[src/tre_pkg.sv]
// Package for the threshold run encoder: frame limits, field widths,
// register index codes and gray constants. No dependencies.
package tre_pkg;

  localparam int MaxWidth  = 4096;
  localparam int MaxHeight = 4096;

  // internal counter widths, derived from the frame limits
  localparam int ColW   = $clog2(MaxWidth + 1);
  localparam int StartW = $clog2(MaxWidth);
  localparam int RowW   = (MaxHeight > 1) ? $clog2(MaxHeight) : 1;

  // fixed field widths of the stream payloads
  localparam int PixW      = 8;
  localparam int RunRowW   = 12;
  localparam int RunBeginW = 12;
  localparam int RunEndW   = 13;
  localparam int OutDataW  = 40;  // 37 field bits padded to whole bytes

  localparam int CfgIdxW  = 1;
  localparam int CfgDataW = 8;

  localparam logic [CfgIdxW-1:0] RegLowerGray = 1'd0;
  localparam logic [CfgIdxW-1:0] RegUpperGray = 1'd1;

  localparam logic [PixW-1:0] GrayMin = 8'd0;
  localparam logic [PixW-1:0] GrayMax = 8'd255;

  localparam logic [PixW-1:0] LowerGrayRst = 8'd128;
  localparam logic [PixW-1:0] UpperGrayRst = 8'd255;

  typedef struct packed {
    logic [RunEndW-1:0]   run_end;
    logic [RunBeginW-1:0] run_begin;
    logic [RunRowW-1:0]   run_row;
  } run_t;

endpackage

[src/tre_classify.sv]
// Foreground test of one pixel against the two gray limits.
// Depends on tre_pkg.
module tre_classify (
  input  logic [tre_pkg::PixW-1:0] pixel_i,
  input  logic [tre_pkg::PixW-1:0] lower_i,
  input  logic [tre_pkg::PixW-1:0] upper_i,
  output logic                     fg_o
);
  import tre_pkg::*;

  always_comb begin
    if (lower_i == GrayMin) begin
      fg_o = pixel_i < upper_i;            // dark mode
    end else if (upper_i == GrayMax) begin
      fg_o = pixel_i > lower_i;            // bright mode
    end else begin
      fg_o = (pixel_i > lower_i) && (pixel_i < upper_i);
    end
  end

endmodule

[src/threshold_run_encoder.sv]
// Threshold run encoder: gray pixel stream in, foreground runs out.
// Depends on tre_pkg and tre_classify.
//
// Pixels come in raster order, one transaction per pixel, with tlast marking
// the last pixel of a row and tuser the last pixel of a frame (which also
// ends the row). Each maximal horizontal run of foreground pixels yields one
// output transaction carrying row, first column and exclusive end column; a
// run open at row end closes there. One pixel is taken every cycle: the
// foreground test and run bookkeeping sit between the state registers and
// the result register, and a one-entry skid stage behind the result register
// keeps input flowing while a result waits; the input stalls only when both
// are full. Columns from index MaxWidth on are ignored and rows past MaxHeight-1
// report that last row index. Limit writes take effect from the next pixel.
module threshold_run_encoder (
  input  logic                             clk_i,
  input  logic                             rst_ni,
  // configuration write port
  input  logic                             cfg_we_i,
  input  logic [tre_pkg::CfgIdxW-1:0]      cfg_idx_i,
  input  logic [tre_pkg::CfgDataW-1:0]     cfg_data_i,
  // pixel stream
  input  logic                             s_axis_tvalid_i,
  output logic                             s_axis_tready_o,
  input  logic [7:0]                       s_axis_tdata_i,   // [7:0] pixel_value
  input  logic                             s_axis_tlast_i,   // row_last
  input  logic                             s_axis_tuser_i,   // frame_last
  // run stream
  output logic                             m_axis_tvalid_o,
  input  logic                             m_axis_tready_i,
  output logic [tre_pkg::OutDataW-1:0]     m_axis_tdata_o    // [11:0] run_row,
                                                             // [23:12] run_begin,
                                                             // [36:24] run_end
);
  import tre_pkg::*;

  logic [PixW-1:0]   lower_q, upper_q;
  logic [ColW-1:0]   col_q, col_d;
  logic [RowW-1:0]   row_q, row_d;
  logic              open_q, open_d;
  logic [StartW-1:0] start_q, start_d;

  run_t out_q, skid_q, res;
  logic out_v_q, skid_v_q;

  logic fg, accept, in_row, row_end, open_mid, emit_mid, emit_end, emit;
  logic [ColW-1:0] end_col;
  logic [31:0]     row_ext, begin_ext, end_ext;

  tre_classify u_classify (
    .pixel_i (s_axis_tdata_i[PixW-1:0]),
    .lower_i (lower_q),
    .upper_i (upper_q),
    .fg_o    (fg)
  );

  assign s_axis_tready_o = !skid_v_q;
  assign accept          = s_axis_tvalid_i && s_axis_tready_o;

  // configuration registers
  always_ff @(posedge clk_i or negedge rst_ni) begin
    if (!rst_ni) begin
      lower_q <= LowerGrayRst;
      upper_q <= UpperGrayRst;
    end else if (cfg_we_i) begin
      case (cfg_idx_i)
        RegLowerGray: lower_q <= cfg_data_i[PixW-1:0];
        RegUpperGray: upper_q <= cfg_data_i[PixW-1:0];
        default: ;
      endcase
    end
  end

  // run bookkeeping for the current pixel
  always_comb begin
    in_row   = col_q < ColW'(MaxWidth);
    row_end  = s_axis_tlast_i || s_axis_tuser_i;
    emit_mid = in_row && !fg && open_q;
    open_mid = (in_row && fg) ? 1'b1 : (emit_mid ? 1'b0 : open_q);
    start_d  = (in_row && fg && !open_q) ? col_q[StartW-1:0] : start_q;
    emit_end = row_end && open_mid;
    emit     = emit_mid || emit_end;
    open_d   = emit_end ? 1'b0 : open_mid;

    if (emit_end) begin
      end_col = in_row ? (col_q + ColW'(1)) : ColW'(MaxWidth);
    end else begin
      end_col = col_q;
    end

    if (row_end) begin
      col_d = '0;
    end else if (in_row) begin
      col_d = col_q + ColW'(1);
    end else begin
      col_d = col_q;
    end

    if (s_axis_tuser_i) begin
      row_d = '0;
    end else if (row_end && (32'(row_q) < 32'(MaxHeight - 1))) begin
      row_d = row_q + RowW'(1);
    end else begin
      row_d = row_q;
    end

    row_ext       = 32'(row_q);
    begin_ext     = 32'(start_d);
    end_ext       = 32'(end_col);
    res.run_row   = row_ext[RunRowW-1:0];
    res.run_begin = begin_ext[RunBeginW-1:0];
    res.run_end   = end_ext[RunEndW-1:0];
  end

  always_ff @(posedge clk_i or negedge rst_ni) begin
    if (!rst_ni) begin
      col_q   <= '0;
      row_q   <= '0;
      open_q  <= 1'b0;
      start_q <= '0;
    end else if (accept) begin
      col_q   <= col_d;
      row_q   <= row_d;
      open_q  <= open_d;
      start_q <= start_d;
    end
  end

  // result register with skid stage; skid drains before new results
  logic out_free;
  assign out_free = !out_v_q || m_axis_tready_i;

  always_ff @(posedge clk_i or negedge rst_ni) begin
    if (!rst_ni) begin
      out_v_q  <= 1'b0;
      skid_v_q <= 1'b0;
    end else begin
      if (out_free) begin
        out_v_q  <= skid_v_q || (accept && emit);
        skid_v_q <= 1'b0;
      end else if (accept && emit) begin
        skid_v_q <= 1'b1;
      end
    end
  end

  always_ff @(posedge clk_i) begin
    if (out_free) begin
      out_q <= skid_v_q ? skid_q : res;
    end
    if (!out_free && accept && emit) begin
      skid_q <= res;
    end
  end

  assign m_axis_tvalid_o = out_v_q;
  assign m_axis_tdata_o  = {{(OutDataW - RunRowW - RunBeginW - RunEndW){1'b0}},
                            out_q.run_end, out_q.run_begin, out_q.run_row};

endmodule

[config.mk]
export PLATFORM = sky130hd
export DESIGN_NAME = threshold_run_encoder
export DESIGN_NICKNAME = d
export VERILOG_FILES = /design/src/tre_pkg.sv /design/src/tre_classify.sv /design/src/threshold_run_encoder.sv
export SDC_FILE = /design/constraint.sdc
export NUM_CORES = 1
export LEC_CHECK = 0
export ABC_AREA = 1
export ABC_CLOCK_PERIOD_IN_PS = 3860
export CORE_ASPECT_RATIO = 2
export CORE_MARGIN = 2
export CORE_UTILIZATION = 30
export DETAILED_ROUTE_END_ITERATION = 12
export DONT_BUFFER_PORTS = 1
export SKIP_LAST_GASP = 1
export SLEW_MARGIN = 20
export SYNTH_ARGS = -nofsm -noshare
export SYNTH_HDL_FRONTEND = slang
export SYNTH_HIERARCHICAL = 1
export SYNTH_SLANG_ARGS = --single-unit
export TNS_END_PERCENT = 100
[constraint.sdc]
create_clock -name clk_i -period 3.86 [get_ports clk_i]
set_clock_uncertainty 0.05 [all_clocks]
set_input_delay 0.193 -clock clk_i [delete_from_list [all_inputs] [get_ports clk_i]]
set_output_delay 0.193 -clock clk_i [all_outputs]
set_load 0.05 [all_outputs]
==> metrics.txt, run 1 <==
maximum net fanout on the critical path 24; placeable core area 20300 µm²; first-pass GRT wire length 24900 µm; sum of negative setup slack 0 ps; boundary pin count 66; worst reg2reg startpoint upper_q[5]$_DFFE_PN1P_; critical hold path startpoint s_axis_tuser_i; PnR worst setup slack 927 ps; FF+latch count, synth 130; TritonCTS buffer count 17; Clock Pin Slew Worst Setup and Hold Paths ~60 ps; synth top area cells sky130_fd_sc_hd__edfxtp_1, sky130_fd_sc_hd__dfrtp_1, sky130_fd_sc_hd__nand2_1; leakage dissipation 3.06 nW; Detailed Route Iter0 Violations between 200 and 300; number of placement rows 74; highest-count cells in the layout ignoring fill and taps sky130_fd_sc_hd__nand2_1, sky130_fd_sc_hd__inv_1, sky130_fd_sc_hd__edfxtp_1; sequential cell area fraction in the yosys report 0.590; period utilisation layout 0.760; sequential share of power 0.487; proportion of layout cells with a drive suffix above 1 0.106; root buf cell sky130_fd_sc_hd__clkbuf_16; Hold-fix buffers, CTS 10; Placed Instance Area about 6500 µm²; final core utilization 0.356; Data arrival, critical path 2980 ps; transition time at the pin with the least slew margin around 1100 ps; buffers inserted during post-CTS setup optimization 0; number of cells traversed by the worst hold path 3; minimum clock period 2930 ps; average footprint of a synthesized cell 9.12 µm²; peak supply drop 0.000212 V; run status finished clean; wire length after detailed routing ~16000 µm; post-detailed-route count of antenna-violating nets 0; Yosys top cell area share 0.361; GR Util All Layers 0.152; overall overflow remaining after global route 0; number of synthesis warnings 6; clock latency of the later-clocked register in the worst-skew pair 430 ps; Setup CP Type register to register; worst hold-check slack a little under 100 ps; post_cts resized 0; TritonCTS clock tree built; final number of hold-violating endpoints 0; Syn-to-layout area delta 17.2%; initial core utilization 0.304; maximum buffer depth of the clock tree 2; type of element capturing the critical path register; Min-Delay Path Class primary input to register; Unique masters post-synth 32; Hold Path Sink col_q[12]$_DFFE_PN0P_; DRC violations left 0; pwr dens 575 nW/µm²; net switching power of the design between 1 and 1.5 mW; CTS Sinks between 100 and 150; Yosys top cell by area sky130_fd_sc_hd__edfxtp_1; chip width 105 µm; RSZ-0062 raised after global routing no; category of the worst setup path launch point register; largest net degree at the start of global routing 57; first-pass iteration count of the detailed router 4; wire length per cell 16.1 µm; switching share of power 0.303; final max-slew violation count 0; worst slew slack as a fraction of its limit 0.242; endpoints failing setup 0; share of total power in the clock network 0.426; Achievable Freq between 300 and 400 MHz; combinational share of power 0.087; number of max-capacitance violations reported 0; Register-to-Register Path Depth 17; CP required 3900 ps; Die Ht 207 µm; worst slack at placement approximately 960 ps; weighted congestion reported at the end of routability-driven placement 0.943; R2R Setup Slk 930 ps; worst setup path start upper_q[5]$_DFFE_PN1P_; vias per inst 4.70; Total Die Area 21800 µm²; initial antenna violation count 0; total standard cell area after synthesis just over 6000 µm²; estimated wirelength of the detail-placed design 11200 µm; final net count 735; internal power 2.89 mW; maximum level of the CTS H-tree 4; number of global-route vias before repair ~4600; Post-Synthesis Cells 676; most frequent standard cell in the layout excluding fill and tap cells sky130_fd_sc_hd__nand2_1; via count around 4600; endpoint of the lowest-slack register-to-register path skid_q[3]$_DFFE_PP_; Diodes inserted 0; I/O Buffers 0; Final Cell Area 7220 µm²
[power by group through the flow]
stage                     clock network [mW]  logic (mW)  registers [mW]
after floorplan                            0       0.252            2.02
after global placement                     0       0.332            2.05
after detailed placement                   0       0.338            2.05
after CTS                               1.79       0.366            2.03
after global routing                    1.84       0.416            2.04
final                                   1.77       0.361            2.02
[registers in the layout (all words and copies together), names as in the netlist]
name and count:
col_q 13, lower_q 8, m_axis_tdata_o 37, m_axis_tvalid_o 1, open_q 1, row_q 12
skid_q 37, skid_v_q 1, start_q 12, upper_q 8
[synthesized netlist by cell type, drive strengths merged]
| cell | number |
|---|---|
| o22ai | 8 |
| conb | 1 |
| dfrtp | 47 |
| or2 | 1 |
| nand2 | 226 |
| a21oi | 8 |
| inv | 87 |
| o21ai | 85 |
| edfxtp | 74 |
| dfstp | 9 |
| nor2 | 34 |
| buf | 8 |
| xor2 | 1 |
| clkbuf | 13 |
| ha | 18 |
| nand4 | 13 |
| a31oi | 2 |
| nor3 | 5 |
| nand3b | 1 |
| a21o | 1 |
| nand3 | 34 |
[metal layers]
layer	global-route usage	vias up	share of wire
met4	0.0867	0	0.037
met3	0.0311	38	0.032
met1	0.145	2177	0.35
li1	-	2254	-
met5	0	-	0
met2	0.296	100	0.58
[cells by family (layout without fill, tap and decap cells)]
logic type / Yosys count / in the layout / synth area share
buffers and inverters: 108 / 136 / 0.0698
and+or+nand+nor: 314 / 314 / 0.214
other: 1 / 3 / 0.000609
AOI/OAI and AO/OA: 104 / 104 / 0.0879
adders and majority gates: 18 / 18 / 0.0365
xor gates and xnor gates: 1 / 1 / 0.00142
DFF: 130 / 130 / 0.590
[stage by stage]
step	std cells	power (mW)
2_1_floorplan	678	2.27
3_3_place_gp	930	2.38
3_5_place_dp	930	2.39
4_1_cts	972	4.19
5_1_grt	972	4.29
6_report	972	4.15
[area by class of cell]
cell class	count	area, µm²
sequential	130	3630
inverter	87	327
tap	266	333
timing repair buffer	17	170
clock buffer	19	433
multi-input combinational	440	2110
fill	2066	13100
clock inverter	13	208
[critical path: stages (launching register included)]
cell and delay (ps):
sky130_fd_sc_hd__dfstp_2 540, sky130_fd_sc_hd__inv_1 40, sky130_fd_sc_hd__ha_1 280, sky130_fd_sc_hd__a21oi_1 140, sky130_fd_sc_hd__nor2_1 80, sky130_fd_sc_hd__nor3_4 100
sky130_fd_sc_hd__nand2_1 60, sky130_fd_sc_hd__nand2_1 50, sky130_fd_sc_hd__nand2_1 50, sky130_fd_sc_hd__inv_1 60, sky130_fd_sc_hd__inv_1 60, sky130_fd_sc_hd__nand2_1 80
sky130_fd_sc_hd__o21ai_1 90, sky130_fd_sc_hd__nor2_2 80, sky130_fd_sc_hd__buf_4 180, sky130_fd_sc_hd__o21ai_1 140, sky130_fd_sc_hd__nor2_4 130, sky130_fd_sc_hd__buf_4 350
[how the worst max path moves through the flow]
stage | endpoint | slack [ps] | cells past startpoint
5_1_grt | skid_q[35]$_DFFE_PP_ | 670 | 18
2_1_floorplan | skid_q[0]$_DFFE_PP_ | 560 | 16
3_5_place_dp | skid_q[33]$_DFFE_PP_ | 960 | 17
6_report | skid_q[3]$_DFFE_PP_ | 930 | 17
3_3_place_gp | skid_q[7]$_DFFE_PP_ | 1030 | 17
4_1_cts | skid_q[3]$_DFFE_PP_ | 940 | 17
Note: power is estimated with default switching activity, not from simulation.
==> run 2: changes to the inputs <==
Settings changed: ABC_CLOCK_PERIOD_IN_PS 3860 to 2800.
Clock period 3.86 ns to 2.8 ns, I/O delays scaled along.
==> run 2 against run 1 <==
Non-clock buffer count up 10. Maximum frequency up 11%. Sequential cell count unchanged. Setup slack worse by 760 ps. Final cell count up 1.1%. Cell area up 3.5%. Hold slack worse by 24 ps. Sequential share of layout area down 1.7 points. First-iteration DRC count up 17%. Die area unchanged.
==> metrics.txt, run 2 (synthesis gave the netlist of run 1 again) <==
run status finished clean; GR Util All Layers 0.138 (-0.0140); proportion of layout cells with a drive suffix above 1 0.137 (+0.0306); final number of hold-violating endpoints 0 (unchanged); final net count 745 (+1.4%); met2 capacity usage during global routing 0.269 (-0.0265); via count 4520 (-1.1%); CTS Sinks 130 (unchanged); transition time at the pin with the least slew margin 685 ps (-452 ps); minimum clock period 2630 ps (-301 ps); number of cells traversed by the worst hold path 3 (unchanged); area used by sequential logic in the layout 3630 µm² (unchanged); crit path max-delay cell type sky130_fd_sc_hd__dfstp_2; leakage dissipation 3.14 nW (+2.4%); number of global-route vias before repair 4526 (-2.3%); TritonCTS clock tree built; Register-to-Register Path Depth 19 (+2); R2R Setup Slk 170 ps (-760 ps); final non-filler cell total 983 (+1.1%); worst setup path start upper_q[3]$_DFFE_PN1P_; clock latency of the later-clocked register in the worst-skew pair 420 ps (about the same); cells along the critical path inv_1 > ha_1 > nand2_1 > inv_2 > nand2_1 > nand2_1 > nand2_1 > nand2_1 > nand2_1 > nand2_1 > inv_2 > inv_2 > nand2_2 > o21ai_4 > nor2_4 > o21ai_4 > nor2_4 > buf_12 > clkbuf_16; pwr dens 780 nW/µm² (+36%); number of max-capacitance violations reported 0 (unchanged); worst reg2reg startpoint upper_q[3]$_DFFE_PN1P_; period utilisation layout 0.940 (+0.180); met1 Use GR 0.129 (-0.0166); category of the worst setup path launch point register; Clock Pin Slew Worst Setup and Hold Paths 60 ps (about the same); final core utilization 0.369 (+0.0125); type of element capturing the critical path register; root buf cell sky130_fd_sc_hd__clkbuf_16; endpoint of the lowest-slack register-to-register path skid_q[12]$_DFFE_PP_; largest net degree at the start of global routing 57 (unchanged); I/O Buffers 0 (unchanged); wire length after detailed routing 14800 µm (-5.5%); Detailed Route Iter0 Violations 297 (+17%); Setup CP Type register to register; CP required 2880 ps (-1020 ps); endpoints failing setup 0 (unchanged); DRC violations left 0 (unchanged); initial core utilization 0.304 (unchanged); first-pass iteration count of the detailed router 4 (unchanged); worst slew slack as a fraction of its limit 0.543 (+0.301); Min-Delay Path Class primary input to register; overall overflow remaining after global route 0 (unchanged); boundary pin count 66 (unchanged); first-pass GRT wire length 22900 µm (-7.9%); highest cell delay on the worst timing path 530 ps (about the same); most frequent standard cell in the layout excluding fill and tap cells sky130_fd_sc_hd__nand2_1; vias per inst 4.60 (-2.2%); initial antenna violation count 0 (unchanged); critical path's most frequent cell sky130_fd_sc_hd__nand2_1; estimated wirelength of the detail-placed design 10200 µm (-8.6%); Data arrival, critical path 2710 ps (-270 ps); number of filler cells placed in the layout 1988 (-3.8%); highest-count cells in the layout ignoring fill and taps sky130_fd_sc_hd__nand2_1, sky130_fd_sc_hd__edfxtp_1, sky130_fd_sc_hd__o21ai_0; area of combinational cells with multiple inputs 2180 µm² (+3.3%); TritonCTS buffer count 17 (unchanged); capture point of the critical path skid_q[12]$_DFFE_PP_; peak supply drop 0.000492 V (+130%); weighted congestion reported at the end of routability-driven placement 0.882 (-6.5%); maximum level of the CTS H-tree 4 (unchanged); Syn-to-layout area delta 21.3%; Total Die Area 21800 µm² (unchanged); number of placement rows 74 (unchanged); placeable core area 20300 µm² (unchanged); chip width 105 µm (unchanged); placed cells 933 (+0.32%); Achievable Freq 380 MHz (+11%); most utilized layer in the global route result met2; Die Ht 207 µm (unchanged); post-detailed-route count of antenna-violating nets 0 (unchanged); final max-slew violation count 0 (unchanged); maximum net fanout on the critical path 9 (-63%); wire length per cell 15.1 µm (-6.6%); maximum buffer depth of the clock tree 2 (unchanged); met3 Use GR 0.0273 (-0.00377); RSZ-0062 raised after global routing yes
[run 2: cell count changes in the layout (fill, tap and decap cells not counted), moves of 3 or more]
cell                       delta
sky130_fd_sc_hd__clkinv_4     -3
sky130_fd_sc_hd__inv_2        +5
sky130_fd_sc_hd__o21ai_1      -3
sky130_fd_sc_hd__buf_12       +4
sky130_fd_sc_hd__inv_1        -5
sky130_fd_sc_hd__buf_4        +3
[run 2: final cells by class]
class                      instances  share of cell area
clock buffer                      22              0.0608
sequential                       130               0.486
antenna                            1            0.000335
timing repair buffer              27              0.0447
tap                              266              0.0445
clock inverter                    10              0.0275
inverter                          87              0.0437
multi-input combinational        440               0.292
[run 2: what timing repair did]
| item | CTS | global route |
|---|---|---|
| hold buffers | 10 | 0 |
| setup buffers | 0 | 3 |
| setup endpoints to repair | 0 | 49 |
| resized for setup | 0 | 7 |
| hold endpoints to repair | 72 | 0 |
[run 2: critical path, delay by kind of cell (launching register included)]
kind                       cells  cell delay [ps]
AOI/OAI and AO/OA              2              180
adders and majority gates      1              280
and+or+nand+nor               10              800
DFF                            1              530
buffers and inverters          6              510
[run 2: through the flow]
step | total power [mW] | hold WS [ps] | instance area (µm²) | worst slack, ps | setup TNS [ps]
4_1_cts | 5.86 | 44.2 | 7330 | 62.5 | 0
3_5_place_dp | 3.32 | -202 | 6560 | 70.0 | 0
3_3_place_gp | 3.31 | -201 | 6560 | 140 | 0
6_report | 5.83 | 73.9 | 7470 | 168 | 0
2_1_floorplan | 3.15 | -206 | 6220 | -43.0 | -1590
5_1_grt | 6.06 | 126 | 7470 | -26.7 | -480
[run 2: how the worst min path moves through the flow]
| stage | from | slack (ps) | end |
|---|---|---|---|
| 3_3_place_gp | rst_ni | -200 | start_q[9]$_DFFE_PN0P_ |
| 5_1_grt | s_axis_tuser_i | 130 | row_q[3]$_DFFE_PN0P_ |
| 6_report | s_axis_tuser_i | 70 | col_q[12]$_DFFE_PN0P_ |
| 2_1_floorplan | rst_ni | -210 | col_q[0]$_DFFE_PN0P_ |
| 4_1_cts | s_axis_tuser_i | 40 | col_q[12]$_DFFE_PN0P_ |
| 3_5_place_dp | rst_ni | -200 | start_q[9]$_DFFE_PN0P_ |
[run 2: where the power goes]
group	switching [mW]	leakage (nW)	internal, mW
Clock	0.797	0.314	1.69
Combinational	0.370	1.31	0.191
Sequential	0.514	1.51	2.27
[run 2: per-layer routing]
| metal | up-vias | part of all wire |
|---|---|---|
| met5 | - | 0 |
| met4 | 0 | 0.035 |
| met3 | 25 | 0.024 |
| li1 | 2279 | - |
| met2 | 82 | 0.59 |
| met1 | 2134 | 0.35 |
==> run 3: changes to the inputs <==
Settings changed: CORE_UTILIZATION 30 to 40.
==> run 3 against run 2 <==
Total power fell by 3.9%. Combinational power fell by 5.9%. Critical path depth fell by 3. Sequential cell count did not move. Cell area fell by 3.6%. Clock-buffer cell count fell by 4. Wire length fell by 1.2%. Sequential power barely moved. Maximum frequency rose by 2.4%. Clock power fell by 8.0%. Sequential share of layout area rose by 1.8 points. Critical endpoint is now skid_q[9]$_DFFE_PP_. Largest cell class unchanged.
==> metrics.txt, run 3 (synthesis gave the netlist of run 1 again) <==
run status finished clean; DRC violations left 0 (unchanged); worst slack at placement 136 ps (+65.8 ps); Clock Pin Slew Worst Setup and Hold Paths 60 ps (about the same); clock latency of the later-clocked register in the worst-skew pair 420 ps (about the same); CP required 2860 ps (-20 ps); first-pass GRT wire length 23300 µm (+1.5%); number of filler cells placed in the layout 1425 (-28%); number of global-route vias before repair 4663 (+3.0%); number of cells traversed by the worst hold path 3 (unchanged); placeable core area 15200 µm² (-25%); Total Die Area 16500 µm² (-24%); estimated wirelength of the detail-placed design 10700 µm (+4.5%); final max-slew violation count 0 (unchanged); Min-Delay Path Class primary input to register; number of buffers and inverters on the critical path 4 (-2); maximum buffer depth of the clock tree 2 (unchanged); first-pass iteration count of the detailed router 5 (+1); final core utilization 0.474 (+0.105); transition time at the pin with the least slew margin 644 ps (-40.8 ps); highest cell delay on the worst timing path 550 ps (+20 ps); Syn-to-layout area delta 16.9%; Die Ht 180 µm (-13%); root buf cell sky130_fd_sc_hd__clkbuf_16; maximum net fanout on the critical path 12 (+3); period utilisation layout 0.918 (-0.0224); Register-to-Register Path Depth 16 (-3); worst slew slack as a fraction of its limit 0.569 (+0.0256); Setup CP Type register to register; final net count 739 (-0.81%); number of max-capacitance violations reported 0 (unchanged); boundary pin count 66 (unchanged); final number of hold-violating endpoints 0 (unchanged); largest net degree at the start of global routing 57 (unchanged); chip width 91.8 µm (-13%); worst hold-check slack 74.7 ps (+0.813 ps); Crit path depth 16 (-3); TritonCTS clock tree built; wire length after detailed routing 14600 µm (-1.2%); most frequent standard cell in the layout excluding fill and tap cells sky130_fd_sc_hd__nand2_1; crit path max-delay cell type sky130_fd_sc_hd__dfstp_2; CTS Sinks 130 (unchanged); Top delay family on crit path simple AND/OR/NAND/NOR gates; overall overflow remaining after global route 0 (unchanged); endpoints failing setup 0 (unchanged); Final Cell Area 7210 µm² (-3.6%); pwr dens 777 nW/µm² (-0.30%); post-detailed-route count of antenna-violating nets 0 (unchanged); vias per inst 5.09 (+11%); initial antenna violation count 0 (unchanged); weighted congestion reported at the end of routability-driven placement 0.986 (+12%); category of the worst setup path launch point register; TritonCTS buffer count 17 (unchanged); peak supply drop 0.000480 V (-2.6%); highest-count cells in the layout ignoring fill and taps sky130_fd_sc_hd__nand2_1, sky130_fd_sc_hd__edfxtp_1, sky130_fd_sc_hd__o21ai_0; I/O Buffers 0 (unchanged); wire length per cell 16.1 µm (+6.9%); PnR worst setup slack 230 ps (+62.6 ps); cells along the critical path inv_2 > ha_4 > a21oi_2 > nor2_1 > nor3_4 > nand2_1 > nand2_1 > nand2_1 > inv_1 > inv_2 > nand2_2 > o21ai_2 > nor2_4 > o21ai_4 > nor2_4 > buf_4; Detailed Route Iter0 Violations 320 (+7.7%); Achievable Freq 389 MHz (+2.4%); initial core utilization 0.405 (+0.101); minimum clock period 2570 ps (-62.6 ps); via count 4626 (+2.3%); type of element capturing the critical path register; Diodes inserted 0 (-1); leakage dissipation 3.07 nW (-2.3%); RSZ-0062 raised after global routing no; maximum level of the CTS H-tree 4 (unchanged); number of placement rows 64 (-14%); Placed Instance Area 6450 µm² (-1.6%); critical path's most frequent cell sky130_fd_sc_hd__nand2_1; proportion of layout cells with a drive suffix above 1 0.130 (-0.00729); Data arrival, critical path 2630 ps (-80 ps); GR Util All Layers 0.184 (+0.0460)
[run 3: per-layer routing]
layer	GRT usage	wire length, µm
met5	0	0
met4	0.0836	401
met3	0.0419	606
met2	0.368	8690
met1	0.169	4920
[run 3: worst paths after layout]
path | from | to | slack, ps
worst max-delay path | upper_q[5]$_DFFE_PN1P_ | skid_q[9]$_DFFE_PP_ | 230
min in group asynchronous | rst_ni | col_q[7]$_DFFE_PN0P_ | 190
worst min register to register | lower_q[7]$_DFFE_PN1P_ | lower_q[7]$_DFFE_PN1P_ | 450
max in group asynchronous | rst_ni | upper_q[7]$_DFFE_PN1P_ | 2180
worst min-delay path | s_axis_tuser_i | col_q[12]$_DFFE_PN0P_ | 70
worst max register to register | upper_q[5]$_DFFE_PN1P_ | skid_q[9]$_DFFE_PP_ | 230
[run 3: final cells by class]
cell class	instances	area [µm²]	share of cell area
multi-input cells	440	2170	0.301
clock inverters	14	175	0.0243
clock buffers	18	439	0.0609
repair buffers	21	216	0.0300
flip-flops and latches	130	3630	0.504
inverters	87	327	0.0453
well taps	198	248	0.0344
[run 3: where the power goes]
| part | switching [mW] | internal (mW) | total [mW] |
|---|---|---|---|
| Combinational | 0.359 | 0.169 | 0.528 |
| Sequential | 0.519 | 2.26 | 2.78 |
| Clock | 0.857 | 1.43 | 2.29 |
[run 3: worst register-to-register path: cells and delay by family, from the launching register on]
| kind | cells | cell delay, ps |
|---|---|---|
| adder cells (fa/ha/maj) | 1 | 240 |
| AND/OR/NAND/NOR | 8 | 740 |
| flip-flops | 1 | 550 |
| AO/OA/AOI/OAI | 3 | 290 |
| buffers and inverters | 4 | 400 |
[run 3: repair_timing]
action	4_1_cts	5_1_grt
setup endpoints to repair	0	7
setup buffers	0	2
endpoints found under the hold margin	72	0
hold buffers	10	0
resized for setup	0	2
[run 3: through the flow]
| step | setup TNS (ps) | cells | total power, mW |
|---|---|---|---|
| 6_report | 0 | 908 | 5.60 |
| 5_1_grt | 0 | 908 | 5.80 |
| 4_1_cts | 0 | 906 | 5.65 |
| 3_5_place_dp | 0 | 864 | 3.31 |
| 3_3_place_gp | 0 | 864 | 3.29 |
| 2_1_floorplan | -1590 | 678 | 3.15 |
